<file path="config.mk">
export PLATFORM = sky130hd
export DESIGN_NAME = whitespace_comment_skipper_unit
export DESIGN_NICKNAME = d
export VERILOG_FILES = /design/src/wcs_pkg.sv /design/src/wcs_front.sv /design/src/wcs_queue.sv /design/src/wcs_back.sv /design/src/whitespace_comment_skipper_unit.sv
export VERILOG_INCLUDE_DIRS = /design/src /design/src/src
export SDC_FILE = /design/constraint.sdc
export NUM_CORES = 1
export LEC_CHECK = 0
export BUFFER_PORTS_ARGS = -buffer_cell sky130_fd_sc_hd__buf_2
export CAP_MARGIN = 20
export CORE_MARGIN = 10
export CORE_UTILIZATION = 40
export CTS_CLUSTER_DIAMETER = 200
export DETAILED_ROUTE_END_ITERATION = 10
export GPL_TIMING_DRIVEN = 1
export PLACE_DENSITY_LB_ADDON = 0.08
export SLEW_MARGIN = 15
export SYNTH_ARGS = -nofsm -noshare
export SYNTH_HDL_FRONTEND = slang
export SYNTH_SLANG_ARGS = --single-unit
</file>
<file path="constraint.sdc">
create_clock -name clk -period 6.6 [get_ports clk]
set_input_delay 0.33 -clock clk [delete_from_list [all_inputs] [get_ports clk]]
set_output_delay 0.33 -clock clk [all_outputs]
set_load 0.03 [all_outputs]
</file>
<file path="src/whitespace_comment_skipper_unit_assert.svh">
// ----------------------------------------------------------------------------
// whitespace comment skipper assertion macros
// shared concurrent assertion forms, clocked on clk with rst_n low as disable
// ----------------------------------------------------------------------------
`ifndef WHITESPACE_COMMENT_SKIPPER_UNIT_ASSERT_SVH
`define WHITESPACE_COMMENT_SKIPPER_UNIT_ASSERT_SVH

// condition holds at every clock edge out of reset
`define WCS_ASSERT_ALWAYS(label, cond, msg) \
  label: assert property (@(posedge clk) disable iff (!rst_n) (cond)) else $error(msg);

// consequent holds in the cycle after the antecedent
`define WCS_ASSERT_NEXT(label, ante, cons, msg) \
  label: assert property (@(posedge clk) disable iff (!rst_n) (ante) |=> (cons)) else $error(msg);

`endif

</file>
<file path="src/wcs_pkg.sv">
// ----------------------------------------------------------------------------
// wcs_pkg
// types, codes and helpers shared by the whitespace comment skipper modules
// ----------------------------------------------------------------------------
`default_nettype none

package wcs_pkg;

  localparam int CNT_W      = 17;
  localparam int COUNT_CAP  = 65536;
  localparam int BYTE_W     = 8;
  localparam int CFG_IDX_W  = 2;
  localparam int CFG_DATA_W = 1;
  localparam int QUEUE_DEPTH = 2;
  localparam int OUT_DATA_W = 40;

  // configuration register indexes
  localparam logic [CFG_IDX_W-1:0] REG_LINE_EN  = 2'd0;
  localparam logic [CFG_IDX_W-1:0] REG_BLOCK_EN = 2'd1;
  localparam logic [CFG_IDX_W-1:0] REG_CONT_EN  = 2'd2;

  // character codes
  localparam logic [BYTE_W-1:0] CH_SPACE = 8'h20;
  localparam logic [BYTE_W-1:0] CH_TAB   = 8'h09;
  localparam logic [BYTE_W-1:0] CH_CR    = 8'h0D;
  localparam logic [BYTE_W-1:0] CH_LF    = 8'h0A;
  localparam logic [BYTE_W-1:0] CH_VT    = 8'h0B;
  localparam logic [BYTE_W-1:0] CH_FF    = 8'h0C;
  localparam logic [BYTE_W-1:0] CH_SLASH = 8'h2F;
  localparam logic [BYTE_W-1:0] CH_STAR  = 8'h2A;
  localparam logic [BYTE_W-1:0] CH_BSL   = 8'h5C;

  typedef enum logic [2:0] {
    MODE_WS         = 3'd0,
    MODE_SLASH      = 3'd1,
    MODE_LINE       = 3'd2,
    MODE_BLOCK      = 3'd3,
    MODE_BLOCK_STAR = 3'd4,
    MODE_BS         = 3'd5,
    MODE_BS_CR      = 3'd6,
    MODE_DONE       = 3'd7
  } scan_mode_t;

  // classified byte as it travels from front to back
  typedef struct packed {
    logic is_space;
    logic is_lf;
    logic is_cr;
    logic is_slash;
    logic is_star;
    logic is_bsl;
    logic last;
    logic line_en;
    logic block_en;
    logic cont_en;
  } wcs_item_t;

  function automatic logic [CNT_W-1:0] sat_add(input logic [CNT_W-1:0] a,
                                               input logic [CNT_W-1:0] b,
                                               input logic [CNT_W-1:0] lim);
    logic [CNT_W:0] sum;
    sum = {1'b0, a} + {1'b0, b};
    if (sum >= {1'b0, lim}) return lim;
    return sum[CNT_W-1:0];
  endfunction

endpackage

`default_nettype wire

</file>
<file path="src/wcs_front.sv">
// ----------------------------------------------------------------------------
// wcs_front
// holds the enable registers and classifies each incoming byte
// ----------------------------------------------------------------------------
`default_nettype none

module wcs_front
  import wcs_pkg::*;
(
  input  wire                   clk,
  input  wire                   rst_n,
  input  wire                   cfg_we,
  input  wire [CFG_IDX_W-1:0]   cfg_index,
  input  wire [CFG_DATA_W-1:0]  cfg_wdata,
  input  wire [BYTE_W-1:0]      source_byte,
  input  wire                   last_byte,
  output wcs_item_t             item
);

  logic line_en_r;
  logic block_en_r;
  logic cont_en_r;

  always_ff @(posedge clk) begin
    if (!rst_n) begin
      line_en_r  <= 1'b1;
      block_en_r <= 1'b1;
      cont_en_r  <= 1'b1;
    end else if (cfg_we) begin
      unique case (cfg_index)
        REG_LINE_EN:  line_en_r  <= cfg_wdata[0];
        REG_BLOCK_EN: block_en_r <= cfg_wdata[0];
        REG_CONT_EN:  cont_en_r  <= cfg_wdata[0];
        default: ;
      endcase
    end
  end

  always_comb begin
    item.is_space = (source_byte == CH_SPACE) || (source_byte == CH_TAB) ||
                    (source_byte == CH_CR)    || (source_byte == CH_LF)  ||
                    (source_byte == CH_VT)    || (source_byte == CH_FF);
    item.is_lf    = (source_byte == CH_LF);
    item.is_cr    = (source_byte == CH_CR);
    item.is_slash = (source_byte == CH_SLASH);
    item.is_star  = (source_byte == CH_STAR);
    item.is_bsl   = (source_byte == CH_BSL);
    item.last     = last_byte;
    item.line_en  = line_en_r;
    item.block_en = block_en_r;
    item.cont_en  = cont_en_r;
  end

endmodule

`default_nettype wire

</file>
<file path="src/wcs_queue.sv">
// ----------------------------------------------------------------------------
// wcs_queue
// two-entry queue of classified items between front and back
// ----------------------------------------------------------------------------
`default_nettype none

module wcs_queue
  import wcs_pkg::*;
(
  input  wire             clk,
  input  wire             rst_n,
  input  wire             push_valid,
  output logic            push_ready,
  input  wire wcs_item_t  push_item,
  output logic            pop_valid,
  input  wire             pop_ready,
  output wcs_item_t       pop_item
);

  localparam int PtrW = $clog2(QUEUE_DEPTH);
  localparam int CntW = $clog2(QUEUE_DEPTH + 1);

  wcs_item_t           mem_r [QUEUE_DEPTH];
  logic [PtrW-1:0]     wr_ptr_r;
  logic [PtrW-1:0]     rd_ptr_r;
  logic [CntW-1:0]     cnt_r;
  logic                push;
  logic                pop;

  assign push_ready = (cnt_r != CntW'(QUEUE_DEPTH));
  assign pop_valid  = (cnt_r != '0);
  assign push       = push_valid && push_ready;
  assign pop        = pop_valid && pop_ready;
  assign pop_item   = mem_r[rd_ptr_r];

  always_ff @(posedge clk) begin
    if (push) mem_r[wr_ptr_r] <= push_item;
  end

  always_ff @(posedge clk) begin
    if (!rst_n) begin
      wr_ptr_r <= '0;
      rd_ptr_r <= '0;
      cnt_r    <= '0;
    end else begin
      if (push) wr_ptr_r <= (wr_ptr_r == PtrW'(QUEUE_DEPTH - 1)) ? '0 : wr_ptr_r + 1'b1;
      if (pop)  rd_ptr_r <= (rd_ptr_r == PtrW'(QUEUE_DEPTH - 1)) ? '0 : rd_ptr_r + 1'b1;
      case ({push, pop})
        2'b10:   cnt_r <= cnt_r + 1'b1;
        2'b01:   cnt_r <= cnt_r - 1'b1;
        default: cnt_r <= cnt_r;
      endcase
    end
  end

  `include "whitespace_comment_skipper_unit_assert.svh"

  `WCS_ASSERT_ALWAYS(a_cnt_bound, cnt_r <= CntW'(QUEUE_DEPTH), "queue count over depth")
  `WCS_ASSERT_NEXT(a_pop_drains, pop && !push && (cnt_r == CntW'(1)), !pop_valid, "queue not empty after last pop")

endmodule

`default_nettype wire

</file>
<file path="src/wcs_back.sv">
// ----------------------------------------------------------------------------
// wcs_back
// scan state machine, skip and newline counters, result register
// ----------------------------------------------------------------------------
`default_nettype none

module wcs_back
  import wcs_pkg::*;
#(
  parameter int BUFFER_BYTES = 65536
) (
  input  wire               clk,
  input  wire               rst_n,
  input  wire               item_valid,
  output logic              item_ready,
  input  wire wcs_item_t    item,
  output logic              res_valid,
  input  wire               res_ready,
  output logic [CNT_W-1:0]  res_skip,
  output logic [CNT_W-1:0]  res_lines
);

  localparam int LimitInt = (BUFFER_BYTES < COUNT_CAP) ? BUFFER_BYTES : COUNT_CAP;
  localparam logic [CNT_W-1:0] CntLimit = CNT_W'(LimitInt);
  localparam logic [CNT_W-1:0] One      = CNT_W'(1);
  localparam logic [CNT_W-1:0] Two      = CNT_W'(2);

  scan_mode_t        mode_r, mode_nxt;
  logic [CNT_W-1:0]  tent_skip_r, tent_skip_nxt;
  logic [CNT_W-1:0]  tent_lines_r, tent_lines_nxt;
  logic [CNT_W-1:0]  comm_skip_r, comm_skip_nxt;
  logic [CNT_W-1:0]  comm_lines_r, comm_lines_nxt;
  logic [CNT_W-1:0]  comm_skip_upd, comm_lines_upd;
  logic              out_valid_r;
  logic [CNT_W-1:0]  out_skip_r;
  logic [CNT_W-1:0]  out_lines_r;
  logic              pop;
  logic              do_commit;
  logic              commit_lf;

  // a last item needs the result slot free or draining
  assign item_ready = !item.last || !out_valid_r || res_ready;
  assign pop        = item_valid && item_ready;

  always_comb begin
    mode_nxt       = mode_r;
    tent_skip_nxt  = tent_skip_r;
    tent_lines_nxt = tent_lines_r;
    do_commit      = 1'b0;
    commit_lf      = 1'b0;
    unique case (mode_r)
      MODE_WS: begin
        if (item.is_space) begin
          do_commit = 1'b1;
          commit_lf = item.is_lf;
        end else if (item.is_slash && !item.last) begin
          tent_skip_nxt  = One;
          tent_lines_nxt = '0;
          mode_nxt       = MODE_SLASH;
        end else if (item.is_bsl && !item.last && item.cont_en) begin
          tent_skip_nxt  = One;
          tent_lines_nxt = '0;
          mode_nxt       = MODE_BS;
        end else begin
          mode_nxt = MODE_DONE;
        end
      end
      MODE_SLASH: begin
        if (item.is_slash && item.line_en) begin
          do_commit = 1'b1;
          mode_nxt  = MODE_LINE;
        end else if (item.is_star && item.block_en) begin
          tent_skip_nxt  = Two;
          tent_lines_nxt = '0;
          mode_nxt       = MODE_BLOCK;
        end else begin
          mode_nxt = MODE_DONE;
        end
      end
      MODE_LINE: begin
        do_commit = 1'b1;
        commit_lf = item.is_lf;
        if (item.is_lf) mode_nxt = MODE_WS;
      end
      MODE_BLOCK, MODE_BLOCK_STAR: begin
        if ((mode_r == MODE_BLOCK_STAR) && item.is_slash) begin
          do_commit = 1'b1;
          mode_nxt  = MODE_WS;
        end else begin
          tent_skip_nxt = sat_add(tent_skip_r, One, CntLimit);
          if (item.is_lf) tent_lines_nxt = sat_add(tent_lines_r, One, CntLimit);
          mode_nxt = item.is_star ? MODE_BLOCK_STAR : MODE_BLOCK;
        end
      end
      MODE_BS: begin
        if (item.is_lf) begin
          do_commit = 1'b1;
          commit_lf = 1'b1;
          mode_nxt  = MODE_WS;
        end else if (item.is_cr && !item.last) begin
          tent_skip_nxt = Two;
          mode_nxt      = MODE_BS_CR;
        end else begin
          mode_nxt = MODE_DONE;
        end
      end
      MODE_BS_CR: begin
        if (item.is_lf) begin
          do_commit = 1'b1;
          commit_lf = 1'b1;
          mode_nxt  = MODE_WS;
        end else begin
          mode_nxt = MODE_DONE;
        end
      end
      MODE_DONE: ;
    endcase

    comm_skip_upd  = comm_skip_r;
    comm_lines_upd = comm_lines_r;
    if (do_commit) begin
      comm_skip_upd  = sat_add(comm_skip_r, sat_add(tent_skip_r, One, CntLimit), CntLimit);
      comm_lines_upd = sat_add(comm_lines_r,
                               sat_add(tent_lines_r, CNT_W'(commit_lf), CntLimit), CntLimit);
      tent_skip_nxt  = '0;
      tent_lines_nxt = '0;
    end
    comm_skip_nxt  = comm_skip_upd;
    comm_lines_nxt = comm_lines_upd;

    // last byte rearms for the next buffer
    if (item.last) begin
      mode_nxt       = MODE_WS;
      tent_skip_nxt  = '0;
      tent_lines_nxt = '0;
      comm_skip_nxt  = '0;
      comm_lines_nxt = '0;
    end
  end

  always_ff @(posedge clk) begin
    if (!rst_n) begin
      mode_r       <= MODE_WS;
      tent_skip_r  <= '0;
      tent_lines_r <= '0;
      comm_skip_r  <= '0;
      comm_lines_r <= '0;
    end else if (pop) begin
      mode_r       <= mode_nxt;
      tent_skip_r  <= tent_skip_nxt;
      tent_lines_r <= tent_lines_nxt;
      comm_skip_r  <= comm_skip_nxt;
      comm_lines_r <= comm_lines_nxt;
    end
  end

  always_ff @(posedge clk) begin
    if (!rst_n) begin
      out_valid_r <= 1'b0;
    end else if (pop && item.last) begin
      out_valid_r <= 1'b1;
    end else if (res_ready) begin
      out_valid_r <= 1'b0;
    end
  end

  always_ff @(posedge clk) begin
    if (pop && item.last) begin
      out_skip_r  <= comm_skip_upd;
      out_lines_r <= comm_lines_upd;
    end
  end

  assign res_valid = out_valid_r;
  assign res_skip  = out_skip_r;
  assign res_lines = out_lines_r;

  `include "whitespace_comment_skipper_unit_assert.svh"

  `WCS_ASSERT_ALWAYS(a_skip_cap, (comm_skip_r <= CntLimit) && (tent_skip_r <= CntLimit), "skip count over limit")
  `WCS_ASSERT_ALWAYS(a_lines_le_skip, (comm_lines_r <= comm_skip_r) && (tent_lines_r <= tent_skip_r), "newlines exceed skipped bytes")
  `WCS_ASSERT_NEXT(a_rearm, pop && item.last, (mode_r == MODE_WS) && (comm_skip_r == '0) && (tent_skip_r == '0) && res_valid, "scan not rearmed after last byte")

endmodule

`default_nettype wire

</file>
<file path="src/whitespace_comment_skipper_unit.sv">
// ----------------------------------------------------------------------------
// whitespace_comment_skipper_unit
// measures leading whitespace, comments and line continuations of a byte stream
// ----------------------------------------------------------------------------
// channel  direction  handshake              payload
// in_      input      in_tvalid/in_tready    tdata[7:0] source_byte, tlast last_byte
// out_     output     out_tvalid/out_tready  tdata[16:0] skipped_bytes,
//                                            tdata[33:17] newline_count
// cfg_     input      cfg_we                 cfg_index, cfg_wdata
//
// one byte per cycle sustained while the queue has room; a byte is registered in the queue and
// is applied to the scan state registers when the back end pops it from the queue head
// one result per buffer, out_tvalid is registered and rises once the back end pops its last byte
// reset (synchronous, rst_n low) sets all enables to 1 and clears the scan
// a stalled result holds the next last byte at the queue head; bytes ahead
// of it keep flowing and input stalls once the two-entry queue fills behind it
// ----------------------------------------------------------------------------
`default_nettype none

module whitespace_comment_skipper_unit
  import wcs_pkg::*;
#(
  parameter int BUFFER_BYTES = 65536
) (
  input  wire                   clk,
  input  wire                   rst_n,
  input  wire                   in_tvalid,
  output logic                  in_tready,
  input  wire [BYTE_W-1:0]      in_tdata,   // [7:0] source_byte
  input  wire                   in_tlast,   // last_byte
  output logic                  out_tvalid,
  input  wire                   out_tready,
  output logic [OUT_DATA_W-1:0] out_tdata,  // [16:0] skipped_bytes, [33:17] newline_count
  input  wire                   cfg_we,
  input  wire [CFG_IDX_W-1:0]   cfg_index,
  input  wire [CFG_DATA_W-1:0]  cfg_wdata
);

  wcs_item_t         front_item;
  wcs_item_t         q_item;
  logic              q_valid;
  logic              q_ready;
  logic [CNT_W-1:0]  res_skip;
  logic [CNT_W-1:0]  res_lines;

  wcs_front u_front (
    .clk         (clk),
    .rst_n       (rst_n),
    .cfg_we      (cfg_we),
    .cfg_index   (cfg_index),
    .cfg_wdata   (cfg_wdata),
    .source_byte (in_tdata),
    .last_byte   (in_tlast),
    .item        (front_item)
  );

  wcs_queue u_queue (
    .clk        (clk),
    .rst_n      (rst_n),
    .push_valid (in_tvalid),
    .push_ready (in_tready),
    .push_item  (front_item),
    .pop_valid  (q_valid),
    .pop_ready  (q_ready),
    .pop_item   (q_item)
  );

  wcs_back #(
    .BUFFER_BYTES (BUFFER_BYTES)
  ) u_back (
    .clk        (clk),
    .rst_n      (rst_n),
    .item_valid (q_valid),
    .item_ready (q_ready),
    .item       (q_item),
    .res_valid  (out_tvalid),
    .res_ready  (out_tready),
    .res_skip   (res_skip),
    .res_lines  (res_lines)
  );

  assign out_tdata = {{(OUT_DATA_W - 2 * CNT_W){1'b0}}, res_lines, res_skip};

endmodule

`default_nettype wire

</file>
* After elaboration in Yosys (flattened, before gate mapping)
Memories as Yosys holds them, arrays and structs flattened. A register that Yosys moved wholly into a read port is not among the register bits.
Index checks and enable logic that the tools add are counted.
** Word-level totals
- Flip-flop bits (word level) :: 113
- Bits in latches :: 0
- Bits in writable memories :: 20
- Bits in read-only memories :: 0
- Output and inout port bits :: 42
- Memories :: 1
** Memories
- u_queue.mem_r :: depth 2, width 10, read ports 1, clocked after memory_dff 1, write ports 1, RTL line wcs_queue.sv:23 : wcs_item_t mem_r [QUEUE_DEPTH];
** Operators by class
- Add/sub/neg operators :: 9
- Multiply operators :: 0
- Divide/modulo/power cells :: 0
- $lt $le $gt $ge :: 5
- Equality and inequality tests :: 30
- Shift-type cells :: 0
- Multiplexer cells :: 81
- Bitwise logic cells :: 0
- Reductions and logical operators :: 35
** Operators with widths (number)
- two-way mux 17 bit :: 36
- >= comparator 18 x 17 -> 1 bit (second input constant) :: 5
- case mux 17 bit (4 select lines) :: 1
- case mux 17 bit (3 select lines) :: 1
- equality test 8 x 4 -> 1 bit (second input constant) :: 5
- adder 17 x 1 -> 18 bit (second input constant) :: 2
- adder 17 x 17 -> 18 bit :: 2
- two-way mux 3 bit :: 10
- two-way mux 1 bit :: 28
- equality test 8 x 6 -> 1 bit (second input constant) :: 3
- adder 17 x 1 -> 18 bit :: 1
- case mux 3 bit (6 select lines) :: 1
- != test 4 x 1 -> 1 bit (second input constant) :: 3
- != test 4 x 2 -> 1 bit (second input constant) :: 3
- logical AND 1 bit :: 10
- equality test 3 bit (second input constant) :: 3
- AND reduction 9 bit :: 1
- equality test 8 x 7 -> 1 bit (second input constant) :: 1
- AND reduction 8 bit :: 1
- logical OR 1 bit :: 7
- nonzero test 7 bit :: 1
- equality test 3 x 2 -> 1 bit (second input constant) :: 2
- AND reduction 2 bit :: 3
- nonzero test 2 bit :: 3
- other kinds (22) :: 27

* Longest topological paths before layout
- Depth in word-level cells :: 16
- Gate-level depth with buffers :: 26

* Hierarchy
From an unflattened synthesis, not the netlist that was laid out.
** Second synthesis, totals
- Cell total of the unflattened synthesis :: 882
- Area, all modules :: 8161.6 µm²
** Modules (own cells, without submodules)
- wcs_back :: instances 1, cells each 783, area an instance 6885.4 µm², sequential area each 2462.4 µm²
- wcs_queue :: instances 1, cells each 56, area an instance 944.7 µm², sequential area each 700.7 µm²
- wcs_front :: instances 1, cells each 36, area an instance 282.8 µm², sequential area each 60.1 µm²
- whitespace_comment_skipper_unit :: instances 1, cells each 7, area an instance 48.8 µm², sequential area each 0.0 µm²

* Least setup slack after synthesis
Ideal clock, no wire load.
- Path type :: register to register
- Start :: register u_back.mode_r[0]
- End :: register u_back.out_lines_r[16], in the netlist u_back.res_lines[16], data pin
- Library setup time :: 0.257 ns
- Arrival :: 4.636 ns
- Data required time :: 6.343 ns
- Setup slack :: 1.707 ns
- Stages on the path, launching flop included :: 25
- Period minus slack after synthesis :: 4.893 ns
- Path through :: dfxtp_1 > buf_4 > clkbuf_1 > clkbuf_1 > o31a_1 > ha_1 > ha_1 > nand3_1 > or2_2 > clkbuf_1 > nor3_1 > xnor2_1 > nand2_1 > clkbuf_1 > nor2_1 > ha_1 > clkbuf_1 > nand2_1 > o21ai_0 > a21oi_1 > and3_1 > nor4_1 > buf_2 > buf_2 > nor2_1
** Between the ends
- Word-level cells in the longest chain between the ends :: 15
- Elaborated cells on any way between the ends :: 25
** RTL lines
- start, declared :: RTL line wcs_back.sv:28 : scan_mode_t mode_r, mode_nxt;
- start signal, assigned :: RTL line wcs_back.sv:149 : mode_r <= mode_nxt;
- equality test 3 bit :: RTL line wcs_back.sv:51 : unique case (mode_r)
- OR reduction 2 bit (no line)
- case mux 1 bit (3 select lines) :: RTL line wcs_back.sv:51
- adder 17 x 1 -> 18 bit :: RTL line wcs_pkg.sv:62 : sum = {1'b0, a} + {1'b0, b};
- >= comparator 18 x 17 -> 1 bit :: RTL line wcs_pkg.sv:63 : if (sum >= {1'b0, lim}) return lim;
- two-way mux 1 bit :: RTL line wcs_pkg.sv:63
- two-way mux 1 bit :: RTL line wcs_back.sv:121 : if (do_commit) begin
- two-way mux 17 bit :: RTL line wcs_pkg.sv:64 : return sum[CNT_W-1:0];
- two-way mux 17 bit :: RTL line wcs_back.sv:121
- adder 17 x 17 -> 18 bit :: RTL line wcs_pkg.sv:62
- >= comparator 18 x 17 -> 1 bit :: RTL line wcs_pkg.sv:63
- two-way mux 1 bit :: RTL line wcs_pkg.sv:63
- two-way mux 1 bit :: RTL line wcs_back.sv:121
- two-way mux 17 bit :: RTL line wcs_pkg.sv:64
- two-way mux 17 bit * :: RTL line wcs_back.sv:121
- net u_back.comm_lines_upd[16] :: RTL line wcs_back.sv:33 : logic [CNT_W-1:0] comm_skip_upd, comm_lines_upd;
- end signal, assigned :: RTL line wcs_back.sv:170 : out_lines_r <= comm_lines_upd;
- end, declared :: RTL line wcs_back.sv:36 : logic [CNT_W-1:0] out_lines_r;
The timed path passes the listed nets; every way through them passes the cells marked *. The select of a mux whose other input is x is not followed.
A chain may end at the register's enable or synchronous reset.

* Worst setup path in the final report
- Start :: register u_back.mode_r[2]
- End :: register u_back.comm_lines_r[9]
** Between the ends
- Word-level cells in the longest chain between the ends :: 16
- Elaborated cells on any way between the ends :: 26
** RTL lines
- equality test 3 bit :: RTL line wcs_back.sv:51
- OR reduction 2 bit (no line)
- case mux 1 bit (3 select lines) :: RTL line wcs_back.sv:51
- adder 17 x 1 -> 18 bit :: RTL line wcs_pkg.sv:62
- >= comparator 18 x 17 -> 1 bit :: RTL line wcs_pkg.sv:63
- two-way mux 1 bit :: RTL line wcs_pkg.sv:63
- two-way mux 1 bit :: RTL line wcs_back.sv:121
- two-way mux 17 bit :: RTL line wcs_pkg.sv:64
- two-way mux 17 bit :: RTL line wcs_back.sv:121
- adder 17 x 17 -> 18 bit :: RTL line wcs_pkg.sv:62
- >= comparator 18 x 17 -> 1 bit :: RTL line wcs_pkg.sv:63
- two-way mux 1 bit :: RTL line wcs_pkg.sv:63
- two-way mux 1 bit :: RTL line wcs_back.sv:121
- two-way mux 17 bit :: RTL line wcs_pkg.sv:64
- two-way mux 17 bit * :: RTL line wcs_back.sv:121
- two-way mux 17 bit * :: RTL line wcs_back.sv:132 : if (item.last) begin
- end signal, assigned :: RTL line wcs_back.sv:153 : comm_lines_r <= comm_lines_nxt;
- end, declared :: RTL line wcs_back.sv:32 : logic [CNT_W-1:0] comm_lines_r, comm_lines_nxt;
Every way passes the cells marked *; elsewhere a longest branch is shown, timed or not. The select of a mux whose other input is x is not followed.

==> metrics.yaml <==
yosys:
  synth_top_area_frac: 0.2022
  netlist_instances: 851
  synth_ff_type: "dfxtp_1"
  synthArstFlopShare: 0
  synth_cell_types: 75
  yosysSeqAreaShare: 0.4020
  yosysWarningCount: 0
  ys_ff_latch: 134
  yosysTopAreaCell: "edfxtp_1"
  synth_area_leaders: "edfxtp_1 (20%), dfxtp_1 (20%), a22o_1 (6.8%), ha_1 (6.1%), a21oi_1 (3.9%)"
  avgSynthCellArea_um2: 9.421
  yosysMostFrequentCell: "nor2_1"
  synth_area_um2: 8018
  synth_edf_count: 54
  synth_common_cells: "nor2_1 (84), dfxtp_1 (80), a21oi_1 (63)"
power:
  irDropWorstVdd_mv: 0.2074
  p_leak_nw: 3.519
  powerDensity_nw_per_um2: 324.9
  p_total_mw: 2.941
worst_setup_path:
  crit_family: "simple AND/OR/NAND/NOR gates"
  path_depth: 20
  cp_max_fo: 21
  crit_path_start: "u_back.mode_r[2]"
  start_kind: "register"
  worstPathArrival_ns: 6.14
  end_kind: "register"
  crit_chain: "nand2b_1 -> a21oi_1 -> o31a_1 -> ha_1 -> ha_1 -> nand3_1 -> or2_2 -> nor3_1 -> xnor2_1 -> nand2_1 -> nor2_1 -> ha_1 -> o211ai_1 -> o21ai_0 -> o2111ai_1 -> a2111oi_0 -> nor4_2 -> buf_4 -> and3_1 -> a22o_1"
  crit_top_cell: "ha_1"
  r2r-start: "u_back.mode_r[2]"
  worstSetupPathType: "reg -> reg"
  critPathRequiredTime_ns: 6.90
  rr_worst_depth: 20
  path_buf_inv: 1
  cp_slowest_stage_delay_ns: 0.72
  slowest_stage: "dfxtp_1"
cells_and_area:
  layout-drive-gt1-share: 0.1303
  post-route-cell-area_um2: 9051
  diodes: 0
  fillers: 1901
  nets: 943
  syn_to_final_growth_pct: 12.89
sta:
  period_share: 0.8836
  setup_viol: 0
  hold_viol: 0
  slew_headroom: 0.3959
  skew_ns: 0.008275
  fin_setup_tns_ns: 0
  rsz0062_at_grt: "false"
  post-route-min-period_ns: 5.831
  finalMaxSlewViolations: 0
  tightestPinTransition_ns: 0.9033
  fmax_mhz: 171.5
clocking:
  cts-resized-gates: 0
  postCtsSetupRepairBufs: 0
  cts_buffers: 17
  clock_latency_ns: 0.42
  postCtsHoldBufs: 0
  clock_path_buffers: 2
  cts-htree-levels: 4
  cts_tree: "built"
  clock-sinks: 134
  clk_pin_slew_ns: 0.06
  cts_root_buf: "clkbuf_16"
floorplanning:
  rows: 51
  start_util: 0.4093
  core_um2: 19590
  die_w_um: 161.6
  io_pins: 59
  dieArea_um2: 26110
  fp.dieH_um: 161.6
detailed_routing:
  antenna_left: 0
  wl_mm: 20.15
  drt_iter0_markers: 519
  firstDrtPassIters: 5
  vias_per_cell: 5.727
  wire_per_inst_um: 17.32
  dr_total_vias: 6660
  drc_errors: 0
grt:
  grt-ovfl-total: 0
  antenna_found_initial: 0
  grt_pass1_vias: 6283
  track_usage: 0.1514
  grt_max_degree: 46
  grt_first_pass_wirelength_mm: 32.74
placement:
  io_buffers: 52
  placed_area_um2: 8436
  dp_hpwl_mm: 14.75
  gp_congestion: 0.8846
outcome:
  outcome: "finished clean"
run:
  cap_violations: 0
hold_path:
  holdPathStages: 1
  min_from: "in_tlast"
  hp-class: "in -> reg"
worst register-to-register path: stages (launching register included):
cell       delay, ns
dfxtp_1         0.72
nand2b_1        0.32
a21oi_1         0.21
o31a_1          0.19
ha_1            0.20
ha_1            0.20
nand3_1         0.14
or2_2           0.38
nor3_1          0.25
xnor2_1         0.13
nand2_1         0.39
nor2_1          0.12
ha_1            0.38
o211ai_1        0.11
o21ai_0         0.37
o2111ai_1       0.18
a2111oi_0       0.53
nor4_2          0.06
buf_4           0.22
and3_1          0.36
a22o_1          0.25
stage by stage:
stage | cells | setup slack, ns | hold WS, ns | utilization
3_3_place_gp | 1129 | 1.012 | 0.4405 | 0.4306
6_report | 1163 | 0.7685 | 0.1087 | 0.4620
4_1_cts | 1161 | 0.8006 | 0.09282 | 0.4606
2_1_floorplan | 856 | 1.707 | 0.4249 | -
5_1_grt | 1163 | 0.1770 | 0.09562 | 0.4620
3_5_place_dp | 1129 | 0.8089 | 0.4586 | 0.4306
state kept, by name (all words and copies together) (netlist names), named ones only:
signal               count
u_back.res_skip         17
u_queue.mem_r           20
u_front.line_en_r        1
u_front.cont_en_r        1
u_back.tent_lines_r     17
u_back.res_valid         1
u_back.mode_r            3
u_back.comm_lines_r     17
u_queue.wr_ptr_r         1
u_back.tent_skip_r      17
u_queue.rd_ptr_r         1
u_back.res_lines        17
u_back.comm_skip_r      17
u_queue.cnt_r            2
u_front.block_en_r       1
area by class of cell:
| class | count | area (um^2) | share of cell area |
|---|---|---|---|
| clock buffers | 18 | 439.2 | 0.04852 |
| clock inverters | 14 | 148.9 | 0.01645 |
| inverters | 10 | 37.54 | 0.004147 |
| multi-input cells | 663 | 4546 | 0.5022 |
| flip-flops and latches | 134 | 3223 | 0.3561 |
| well taps | 265 | 331.6 | 0.03663 |
| repair buffers | 59 | 325.3 | 0.03594 |
power breakdown:
| group | internal (mW) | switching, mW |
|---|---|---|
| sequential | 0.973 | 0.0690 |
| combinational | 0.264 | 0.680 |
| clock | 0.569 | 0.386 |
| total | 1.81 | 1.13 |
final timing paths:
check | end | slack, ns
worst min-delay path | u_queue.mem_r[0][3] | 0.11
worst min register to register | u_queue.mem_r[0][1] | 0.46
worst max register to register | u_back.comm_lines_r[9] | 0.77
worst max-delay path | u_back.comm_lines_r[9] | 0.77
layer usage:
layer  part of all wire  track usage  vias to the layer above
li1                   -            -                     3277
met1               0.50       0.2090                     3201
met2               0.45       0.2344                      165
met3              0.046      0.03228                       17
met4             0.0084      0.03970                        0
met5                  0            0                        -
layout by cell type, fill, tap and decap left out, types with 7 or more instances in the layout:
| cell | instances |
|---|---|
| nand2_1 | 62 |
| a21o_1 | 16 |
| mux2i_1 | 8 |
| buf_2 | 52 |
| xor2_1 | 24 |
| a22o_1 | 62 |
| dfxtp_1 | 80 |
| and3_1 | 11 |
| nor3_1 | 22 |
| xnor2_1 | 36 |
| inv_1 | 8 |
| nor3b_1 | 7 |
| a32o_1 | 11 |
| a21oi_1 | 62 |
| nor2b_1 | 9 |
| nand2b_1 | 9 |
| clkbuf_16 | 17 |
| edfxtp_1 | 54 |
| nand4_1 | 16 |
| o21ai_0 | 27 |
| o211ai_1 | 7 |
| ha_1 | 39 |
| nand3_1 | 35 |
| nor2_1 | 83 |
logic make-up (layout without fill, tap and decap cells):
kind of cell | Yosys count | in the layout | share of synthesized area
fa+ha+maj | 41 | 41 | 0.06586
simple gates | 293 | 293 | 0.1813
mux | 12 | 12 | 0.01701
other cells | 1 | 6 | 0.0004677
compound gates | 251 | 251 | 0.2322
flops | 134 | 134 | 0.4020
buf+inv | 59 | 101 | 0.03558
xor+xnor | 60 | 60 | 0.06554
Note: power is estimated with default switching activity, not from simulation.
